--- config.mk ---
export PLATFORM = sky130hd
export DESIGN_NAME = pose_frame_deframer_flat
export DESIGN_NICKNAME = d
export VERILOG_FILES = /design/src/sv/pfd_pkg.sv /design/src/sv/pfd_if.sv /design/src/sv/pfd_frame_fsm.sv /design/src/sv/pose_frame_deframer.sv /design/src/flat_wrapper.sv
export SDC_FILE = /design/constraint.sdc
export NUM_CORES = 1
export LEC_CHECK = 0
export BUFFER_PORTS_ARGS = -buffer_cell sky130_fd_sc_hd__buf_2
export CORE_MARGIN = 8
export CORE_UTILIZATION = 55
export CTS_CLUSTER_DIAMETER = 100
export DETAILED_ROUTE_END_ITERATION = 6
export GPL_ROUTABILITY_DRIVEN = 0
export PLACE_DENSITY = 0.78
export SYNTH_ARGS = -nofsm -noshare
export SYNTH_HDL_FRONTEND = slang
export SYNTH_SLANG_ARGS = --single-unit
--- constraint.sdc ---
create_clock -name clock -period 27.7 [get_ports clock]
set_input_delay 1.385 -clock clock [delete_from_list [all_inputs] [get_ports clock]]
set_output_delay 1.385 -clock clock [all_outputs]
set_load 0.02 [all_outputs]
--- src/sv/pfd_pkg.sv ---
// Package for the pose frame deframer: frame phase type, framing bytes,
// payload geometry and the record passed from the frame tracker to the top.
// Depends on nothing.
`timescale 1ns / 1ps
`default_nettype none

package pfd_pkg;

   localparam int unsigned BYTE_W      = 8;
   localparam int unsigned WORD_W      = 32;
   localparam int unsigned WORD_COUNT  = 6;
   localparam int unsigned PAYLOAD_LEN = 24;
   localparam int unsigned INDEX_W     = 5;

   localparam logic [BYTE_W-1:0]  HDR_CR       = 8'h0d;
   localparam logic [BYTE_W-1:0]  HDR_LF       = 8'h0a;
   localparam logic [INDEX_W-1:0] PAYLOAD_LAST = INDEX_W'(PAYLOAD_LEN - 1);

   typedef enum logic [2:0] {
      PH_HUNT     = 3'd0,
      PH_HDR_LF   = 3'd1,
      PH_PAYLOAD  = 3'd2,
      PH_TRAIL_LF = 3'd3,
      PH_TRAIL_CR = 3'd4
   } phase_type;

   typedef struct packed {
      logic                              emit;
      logic [WORD_COUNT-1:0][WORD_W-1:0] words;
   } frame_type;

endpackage

`default_nettype wire

--- src/sv/pfd_if.sv ---
// Valid/ready channel interfaces for the pose frame deframer: received bytes
// in, decoded pose words out. Depends on pfd_pkg.
`timescale 1ns / 1ps
`default_nettype none

interface pfd_req_if;
   logic                       valid;
   logic                       ready;
   logic [pfd_pkg::BYTE_W-1:0] rx_byte;

   modport source (output valid, output rx_byte, input ready);
   modport sink   (input valid, input rx_byte, output ready);
endinterface

interface pfd_rsp_if;
   logic                       valid;
   logic                       ready;
   logic [pfd_pkg::WORD_W-1:0] z_angle_bits;
   logic [pfd_pkg::WORD_W-1:0] x_angle_bits;
   logic [pfd_pkg::WORD_W-1:0] y_angle_bits;
   logic [pfd_pkg::WORD_W-1:0] position_x_bits;
   logic [pfd_pkg::WORD_W-1:0] position_y_bits;
   logic [pfd_pkg::WORD_W-1:0] yaw_rate_bits;

   modport source (output valid, output z_angle_bits, output x_angle_bits,
                   output y_angle_bits, output position_x_bits,
                   output position_y_bits, output yaw_rate_bits, input ready);
   modport sink   (input valid, input z_angle_bits, input x_angle_bits,
                   input y_angle_bits, input position_x_bits,
                   input position_y_bits, input yaw_rate_bits, output ready);
endinterface

`default_nettype wire

--- src/sv/pfd_frame_fsm.sv ---
// Frame tracker: header/payload/trailer phase machine and the 24-byte payload
// shift line. Flags a completed frame with its six little-endian words.
// Depends on pfd_pkg.
`timescale 1ns / 1ps
`default_nettype none

module pfd_frame_fsm (
   input  wire logic                       clock,
   input  wire logic                       reset,
   input  wire logic                       byte_take,
   input  wire logic [pfd_pkg::BYTE_W-1:0] rx_byte,
   output pfd_pkg::frame_type              frame
);

   pfd_pkg::phase_type                 phase_ff, phase_in;
   logic [pfd_pkg::INDEX_W-1:0]        index_ff, index_in;
   logic [pfd_pkg::BYTE_W-1:0]         store_ff [pfd_pkg::PAYLOAD_LEN];
   logic                               store_shift;

   always_comb begin
      phase_in = phase_ff;
      index_in = index_ff;
      if (byte_take) begin
         case (phase_ff)
            pfd_pkg::PH_HUNT: begin
               phase_in = (rx_byte == pfd_pkg::HDR_CR) ? pfd_pkg::PH_HDR_LF
                                                       : pfd_pkg::PH_HUNT;
            end
            pfd_pkg::PH_HDR_LF: begin
               if (rx_byte == pfd_pkg::HDR_LF) begin
                  index_in = '0;
                  phase_in = pfd_pkg::PH_PAYLOAD;
               end else if (rx_byte != pfd_pkg::HDR_CR) begin
                  phase_in = pfd_pkg::PH_HUNT;
               end
            end
            pfd_pkg::PH_PAYLOAD: begin
               if (index_ff >= pfd_pkg::PAYLOAD_LAST) begin
                  index_in = '0;
                  phase_in = pfd_pkg::PH_TRAIL_LF;
               end else begin
                  index_in = index_ff + 1'b1;
               end
            end
            pfd_pkg::PH_TRAIL_LF: begin
               phase_in = (rx_byte == pfd_pkg::HDR_LF) ? pfd_pkg::PH_TRAIL_CR
                                                       : pfd_pkg::PH_HUNT;
            end
            default: begin
               phase_in = pfd_pkg::PH_HUNT;
            end
         endcase
      end
   end

   always_comb begin
      store_shift = byte_take && (phase_ff == pfd_pkg::PH_PAYLOAD);
      frame.emit  = byte_take && (phase_ff == pfd_pkg::PH_TRAIL_CR)
                    && (rx_byte == pfd_pkg::HDR_CR);
      for (int k = 0; k < pfd_pkg::WORD_COUNT; k++) begin
         frame.words[k] = {store_ff[4*k+3], store_ff[4*k+2],
                           store_ff[4*k+1], store_ff[4*k]};
      end
   end

   always_ff @(posedge clock) begin
      if (reset) begin
         phase_ff <= pfd_pkg::PH_HUNT;
         index_ff <= '0;
      end else begin
         phase_ff <= phase_in;
         index_ff <= index_in;
      end
   end

   // oldest payload byte ends in entry 0
   always_ff @(posedge clock) begin
      if (store_shift) begin
         for (int i = 0; i < pfd_pkg::PAYLOAD_LEN - 1; i++) begin
            store_ff[i] <= store_ff[i+1];
         end
         store_ff[pfd_pkg::PAYLOAD_LEN-1] <= rx_byte;
      end
   end

   a_trail_after_payload: assert property (@(posedge clock) disable iff (reset)
      (phase_ff == pfd_pkg::PH_TRAIL_LF && $past(phase_ff) != pfd_pkg::PH_TRAIL_LF) |->
         ($past(phase_ff) == pfd_pkg::PH_PAYLOAD && $past(index_ff) == pfd_pkg::PAYLOAD_LAST))
      else $error("trailer phase entered without a full payload");

   a_index_only_in_payload: assert property (@(posedge clock) disable iff (reset)
      (index_ff != '0) |-> (phase_ff == pfd_pkg::PH_PAYLOAD))
      else $error("payload index nonzero outside payload phase");

   a_emit_returns_to_hunt: assert property (@(posedge clock) disable iff (reset)
      frame.emit |=> (phase_ff == pfd_pkg::PH_HUNT && index_ff == '0))
      else $error("frame completion did not return to header search");

endmodule

`default_nettype wire

--- src/sv/pose_frame_deframer.sv ---
// Pose frame deframer top level: frame tracker plus the registered result
// stage on the rsp channel. Depends on pfd_pkg, pfd_if and pfd_frame_fsm.
// Output: a result appears on rsp in the cycle after the closing 0x0d is taken.
// Throughput: one byte per cycle; req stalls only while a result is held
// in the output register and rsp is not ready.
// Reset: synchronous; returns to header search and drops any held result.
`timescale 1ns / 1ps
`default_nettype none

module pose_frame_deframer (
   input  wire logic  clock,
   input  wire logic  reset,
   pfd_req_if.sink    req_bus,
   pfd_rsp_if.source  rsp_bus
);

   pfd_pkg::frame_type                                  frame;
   logic                                                req_take;
   logic                                                rsp_take;
   logic                                                rsp_valid_ff, rsp_valid_in;
   logic [pfd_pkg::WORD_COUNT-1:0][pfd_pkg::WORD_W-1:0] rsp_words_ff;

   assign req_bus.ready = !rsp_valid_ff || rsp_bus.ready;
   assign req_take      = req_bus.valid && req_bus.ready;
   assign rsp_take      = rsp_valid_ff && rsp_bus.ready;

   pfd_frame_fsm u_frame (
      .clock     (clock),
      .reset     (reset),
      .byte_take (req_take),
      .rx_byte   (req_bus.rx_byte),
      .frame     (frame)
   );

   always_comb begin
      if (frame.emit) begin
         rsp_valid_in = 1'b1;
      end else if (rsp_take) begin
         rsp_valid_in = 1'b0;
      end else begin
         rsp_valid_in = rsp_valid_ff;
      end
   end

   always_ff @(posedge clock) begin
      if (reset) begin
         rsp_valid_ff <= 1'b0;
      end else begin
         rsp_valid_ff <= rsp_valid_in;
      end
   end

   always_ff @(posedge clock) begin
      if (frame.emit) begin
         rsp_words_ff <= frame.words;
      end
   end

   assign rsp_bus.valid           = rsp_valid_ff;
   assign rsp_bus.z_angle_bits    = rsp_words_ff[0];
   assign rsp_bus.x_angle_bits    = rsp_words_ff[1];
   assign rsp_bus.y_angle_bits    = rsp_words_ff[2];
   assign rsp_bus.position_x_bits = rsp_words_ff[3];
   assign rsp_bus.position_y_bits = rsp_words_ff[4];
   assign rsp_bus.yaw_rate_bits   = rsp_words_ff[5];

   a_result_from_closing_byte: assert property (@(posedge clock) disable iff (reset)
      $rose(rsp_valid_ff) |->
         ($past(req_take) && $past(req_bus.rx_byte) == pfd_pkg::HDR_CR))
      else $error("result raised without a closing 0x0d transaction");

   a_emit_loads_result: assert property (@(posedge clock) disable iff (reset)
      frame.emit |=> (rsp_valid_ff && rsp_words_ff == $past(frame.words)))
      else $error("completed frame not loaded into result register");

   a_drain_clears_valid: assert property (@(posedge clock) disable iff (reset)
      (rsp_take && !frame.emit) |=> !rsp_valid_ff)
      else $error("result repeated after its transaction");

endmodule

`default_nettype wire
--- src/flat_wrapper.sv ---
// flat-port wrapper written by rule: the top's interface ports become plain ports
module pose_frame_deframer_flat 
  (clock, reset, req_bus_valid, req_bus_rx_byte, req_bus_ready, rsp_bus_valid, rsp_bus_z_angle_bits, rsp_bus_x_angle_bits, rsp_bus_y_angle_bits, rsp_bus_position_x_bits, rsp_bus_position_y_bits, rsp_bus_yaw_rate_bits, rsp_bus_ready);
  pfd_req_if req_bus_i ();
  pfd_rsp_if rsp_bus_i ();
  input  wire logic clock;
  input  wire logic reset;
  input wire logic [$bits(req_bus_i.valid)-1:0] req_bus_valid;
  input wire logic [$bits(req_bus_i.rx_byte)-1:0] req_bus_rx_byte;
  output wire logic [$bits(req_bus_i.ready)-1:0] req_bus_ready;
  output wire logic [$bits(rsp_bus_i.valid)-1:0] rsp_bus_valid;
  output wire logic [$bits(rsp_bus_i.z_angle_bits)-1:0] rsp_bus_z_angle_bits;
  output wire logic [$bits(rsp_bus_i.x_angle_bits)-1:0] rsp_bus_x_angle_bits;
  output wire logic [$bits(rsp_bus_i.y_angle_bits)-1:0] rsp_bus_y_angle_bits;
  output wire logic [$bits(rsp_bus_i.position_x_bits)-1:0] rsp_bus_position_x_bits;
  output wire logic [$bits(rsp_bus_i.position_y_bits)-1:0] rsp_bus_position_y_bits;
  output wire logic [$bits(rsp_bus_i.yaw_rate_bits)-1:0] rsp_bus_yaw_rate_bits;
  input wire logic [$bits(rsp_bus_i.ready)-1:0] rsp_bus_ready;
  assign req_bus_i.valid = req_bus_valid;
  assign req_bus_i.rx_byte = req_bus_rx_byte;
  assign req_bus_ready = req_bus_i.ready;
  assign rsp_bus_valid = rsp_bus_i.valid;
  assign rsp_bus_z_angle_bits = rsp_bus_i.z_angle_bits;
  assign rsp_bus_x_angle_bits = rsp_bus_i.x_angle_bits;
  assign rsp_bus_y_angle_bits = rsp_bus_i.y_angle_bits;
  assign rsp_bus_position_x_bits = rsp_bus_i.position_x_bits;
  assign rsp_bus_position_y_bits = rsp_bus_i.position_y_bits;
  assign rsp_bus_yaw_rate_bits = rsp_bus_i.yaw_rate_bits;
  assign rsp_bus_i.ready = rsp_bus_ready;
  pose_frame_deframer u_core (.clock(clock), .reset(reset), .req_bus(req_bus_i), .rsp_bus(rsp_bus_i));
endmodule
* Yosys cells after proc, flatten, opt, wreduce, memory -nomap -nowiden
Memory sizes are Yosys's and may differ from the RTL's. A register that Yosys moved wholly into a read port is not among the register bits. Index checks and enable logic that the tools add are counted. W data, S select, Z words.
Operators by class: add/subtract/negate cells 1, magnitude comparators 1, equal/unequal tests 10, muxes and demuxes 13, reduce and logical (&&, ||, !) cells 12
Operators by type and width (count):
- $eq A8 B4 Y1 const B | 2
- $mux W3 | 4
- $pmux W3 S4 | 1
- $mux W5 | 2
- $pmux W5 S2 | 1
- $ne A8 B4 Y1 const B | 1
- $eq A3 B2 Y1 const B | 2
- $reduce_and A3 Y1 | 2
- $add A5 B1 Y5 const B | 1
- $ge A5 B5 Y1 const B | 1
- $logic_and A1 B1 Y1 | 5
- $mux W1 | 5
- $ne A2 B2 Y1 const B | 2
- $reduce_bool A2 Y1 | 2
- $eq A3 B1 Y1 const B | 1
- $eq A3 B3 Y1 const B | 1
- $logic_not A3 Y1 | 1
- $ne A3 B3 Y1 const B | 1
- $logic_not A1 Y1 | 1
- $logic_or A1 B1 Y1 | 1
Storage, ports and cells: bits in registers 201, bits in writable memories 192, input port bits 12, output and inout port bits 194, logic and storage cells 47, memories 1
Memory list:
- u_core.u_frame.store_ff | depth 24, width 8, read ports 24, clocked after Yosys merged registers in 1, wr ports 24, RTL line pfd_frame_fsm.sv:17 | logic [pfd_pkg::BYTE_W-1:0] store_ff [pfd_pkg::PAYLOAD_LEN];

* Logic depth before layout (Yosys ltp)
depth after elaboration 6, gate-level depth with buffers 7, mapped depth without buffers 6

* By module
A second synthesis with hierarchy kept.
Unflattened totals: cells, all modules 448, area total of the unflattened synthesis 12127.9 um2
Modules (own cells, without submodules):
- pfd_frame_fsm | instances 1, cells an instance 251, area each 6307.3 um2, sequential area each 5925.7 um2
- pose_frame_deframer | instances 1, cells an instance 197, area each 5820.6 um2, sequential area each 5785.5 um2

* Worst setup path before layout
OpenSTA, ideal clock, no wires.
path kind in2reg, start point input req_bus_rx_byte[5], end point register u_core.rsp_words_ff (netlist bit u_core.rsp_bus.position_x_bits[0]) (read register of u_core.u_frame.store_ff), enable pin, setup time 1.218 ns, data arrival time 20.348 ns, required time 26.482 ns, path slack 6.134 ns, stages 3, cells stage by stage or4_4 -> nor3_1 -> nor4bb_1
RTL lines:
- from (decl) | RTL line flat_wrapper.sv:9 | input wire logic [$bits(req_bus_i.rx_byte)-1:0] req_bus_rx_byte;
- to (decl) | RTL line pose_frame_deframer.sv:21 | logic [pfd_pkg::WORD_COUNT-1:0][pfd_pkg::WORD_W-1:0] rsp_words_ff;

==> run_results.csv <==
group,metric,value,unit
die,dieArea,26960,µm²
synth,avgSynthCellArea,27.08,µm²
timing,max_freq,238.5,MHz
timing,max_slew_margin,0.3044,
synth,synth_seq_cells,393,
timing,fin_skew,0.01118,ns
grt,grt_start_max_net_pins,86,
die,die_y,164.2,µm
worst_setup_path,r2r_cells,4,
hold_path,hold_path_depth,0,
clock_tree,post_cts_buffers,0,
clock_tree,root_buffer,"clkbuf_16",
synth,yosysUniqueCellTypes,32,
timing,period_minus_slack,4.194,ns
clock_tree,cts_buffers,37,
worst_setup_path,rr_endpoint,"u_core.rsp_bus.x_angle_bits[4]",
die,die_x,164.2,µm
worst_setup_path,crit_arrival,4.32,ns
timing,setup_viol,0,
grt,grt_first_pass_wirelength,29430,µm
clock_tree,cts_resized,0,
cells_and_area,syn2layout_area_growth,22.36,%
power,cellPowerDensity,80.52,nW/µm²
timing,hold_viol,0,
synth,synth_nets,459,
route,avgViaCountPerCell,5.125,
timing,min_period_over_period,0.1514,
grt,track_usage,0.1419,
synth,syn-cell-area,12080,µm²
cells_and_area,stdcell_count,1003,
cells_and_area,drive_gt1_frac,0.3817,
cells_and_area,design_area,14780,µm²
cells_and_area,final_nets,707,
synth,async_flop_share,0,
timing,worst_pin_slew,1.043,ns
worst_setup_path,cp.required,27.83,ns
worst_setup_path,cp_max_fo,85,
grt,grt_overflow,0,
die,design.core.area,21690,µm²
grt,antenna_found_initial,0,
clock_tree,ctsHoldBuffers,0,
hold_path,min_path_type,"reg2reg",
timing,finalSetupTns,0,ns
worst_setup_path,max_stage_delay,0.93,ns
worst_setup_path,rrSetupSlack,24.63,ns
power,p_leak,0.005116,µW
worst_setup_path,cp_cell_sequence,"buf_2 -> or4_4 -> nor3_1 -> nor4bb_4 -> buf_4 -> buf_4",
clock_tree,cts.sinks,393,
cells_and_area,diodes,0,
run_status,status,"finished, final reports clean",
die,start_util,0.5569,
worst_setup_path,cp_slowest_cell,"buf_4",
grt,grt_pass1_vias,5369,
route,drt_iter0_markers,385,
clock_tree,clk_path_buf_depth,3,
route,ant_nets,0,
placed_design,dp_hpwl,12600,µm
die,fp-row-count,54,
power,ir_worst_vdd,0.04669,mV
worst_setup_path,cp_top_family,"buffers and inverters",
synth,synth_edf_count,384,
clock_tree,clock_latency,0.51,ns
synth,syn-instance-count,446,
synth,ys.flop_type,"edfxtp_1",
die,io_pins,206,
clock_tree,clk_pin_slew,0.06,ns
placed_design,place_inst,935,
timing,rsz0062_at_grt,"false",
synth,yosysWarnings,0,
worst_setup_path,crit_path_start_kind,"input port",
hold_path,min_to,"u_core.rsp_bus.z_angle_bits[3]",
route,routedWlPerCell,20.00,µm
timing,whs,0.4177,ns
placed_design,io_buffers,205,
route,drc_errors,0,
route,routed_wl,20070,µm
worst_setup_path,cpMostUsedCell,"buf_4",
worst_setup_path,setup.worst_path.end_class,"register",
route,drtPass1Iterations,4,
cells_and_area,postLayoutCoreUtil,0.6814,
placed_design,place_area,13510,µm²
job,drv_cap,0,
clock_tree,cts_tree,"done",
synth,synth_seq_area_share,0.9696,
clock_tree,cts-htree-levels,2,
worst_setup_path,cp.buffers_inverters,3,
route,vias,5140,
hold_path,hp-start,"u_core.u_frame.store_ff[0][3]",
worst_setup_path,crit_type,"in2reg",
timing,report.final.slew_viol_count,0,
worst_setup_path,r2r_start,"u_core.u_frame.phase_ff[1]",
[placed cells by master (no fill, tap or decap), types with 5 or more instances in the layout]
cell / n
buf_4: 6
buf_2: 205
nor2_1: 5
bufinv_16: 6
clkbuf_16: 37
edfxtp_1: 384
nand2_1: 5
clkinvlp_4: 6
clkinv_1: 5
clkbuf_1: 6
dfxtp_1: 9
[cell type report]
class	instances	area [µm²]
clock buffer	44	962.2
timing repair buffer	211	1071
clock inverter	24	309.0
inverter	2	7.507
fill	1349	6910
multi-input combinational	49	366.6
sequential	393	11710
tap	280	350.3
[metal layers]
| metal | vias to the layer above | wire, µm | GRT usage |
|---|---|---|---|
| met5 | - | 0 | 0 |
| met4 | 0 | 292 | 0.03760 |
| met3 | 28 | 2459 | 0.05789 |
| met2 | 242 | 8868 | 0.2164 |
| met1 | 2560 | 8444 | 0.1875 |
| li1 | 2310 | - | - |
[worst max path at each step]
stage / from / endpoint / slack, ns / cells after the start
CTS: req_bus_rx_byte[5] / u_core.rsp_bus.z_angle_bits[4] / 23.53 / 6
floorplan: req_bus_rx_byte[5] / u_core.rsp_bus.position_x_bits[0] / 6.13 / 3
global placement: req_bus_rx_byte[5] / u_core.rsp_bus.x_angle_bits[7] / 23.19 / 6
detailed placement: req_bus_rx_byte[5] / u_core.rsp_bus.z_angle_bits[15] / 23.01 / 6
finish: req_bus_rx_byte[5] / u_core.rsp_bus.x_angle_bits[4] / 23.51 / 6
global route: req_bus_rx_byte[5] / u_core.rsp_bus.x_angle_bits[7] / 23.35 / 6
[through the flow]
step / power [µW] / worst slack (ns)
floorplan: 685.5 / 6.134
global placement: 685.9 / 23.19
detailed placement: 687.7 / 23.01
CTS: 1202 / 23.53
global route: 1227 / 23.35
finish: 1190 / 23.51
[cell usage after synthesis (2+ instances only)]
cell      instances  area share
edfxtp_1        384        0.95
dfxtp_1           9       0.015
nor2_1            6      0.0019
nand2_1           5      0.0016
a21oi_1           4      0.0017
nand3_1           4      0.0017
nand4b_1          3      0.0022
a211oi_1          2      0.0012
buf_4             2      0.0012
inv_1             2     0.00062
nand2b_1          2      0.0010
nor3_1            2     0.00083
nor4_1            2      0.0010
[power breakdown]
part	leakage, µW	switching (µW)	total, µW	internal (µW)
Sequential	0.00355	4.74	665	660
Combinational	0.000971	7.84	9.96	2.12
Clock	0.000598	207	515	308
[registers in the layout, summed over array words and instances, names as in the netlist]
name,count
u_core.u_frame.store_ff,192
u_core.rsp_bus.position_x_bits,32
u_core.rsp_bus.position_y_bits,32
u_core.u_frame.index_ff,5
u_core.rsp_bus.valid,1
u_core.rsp_bus.y_angle_bits,32
u_core.u_frame.phase_ff,3
u_core.rsp_bus.x_angle_bits,32
u_core.rsp_bus.yaw_rate_bits,32
u_core.rsp_bus.z_angle_bits,32
[logic make-up (layout without fill, tap and decap cells)]
family | count (synthesis) | count (layout) | synth area share
compound gates | 13 | 13 | 0.009014
fa+ha+maj | 1 | 1 | 0.001036
buf+inv | 4 | 281 | 0.001865
flops | 393 | 393 | 0.9696
mux | 2 | 2 | 0.001761
simple gates | 33 | 33 | 0.01668
No activity file was read; power rests on OpenSTA's default activity.
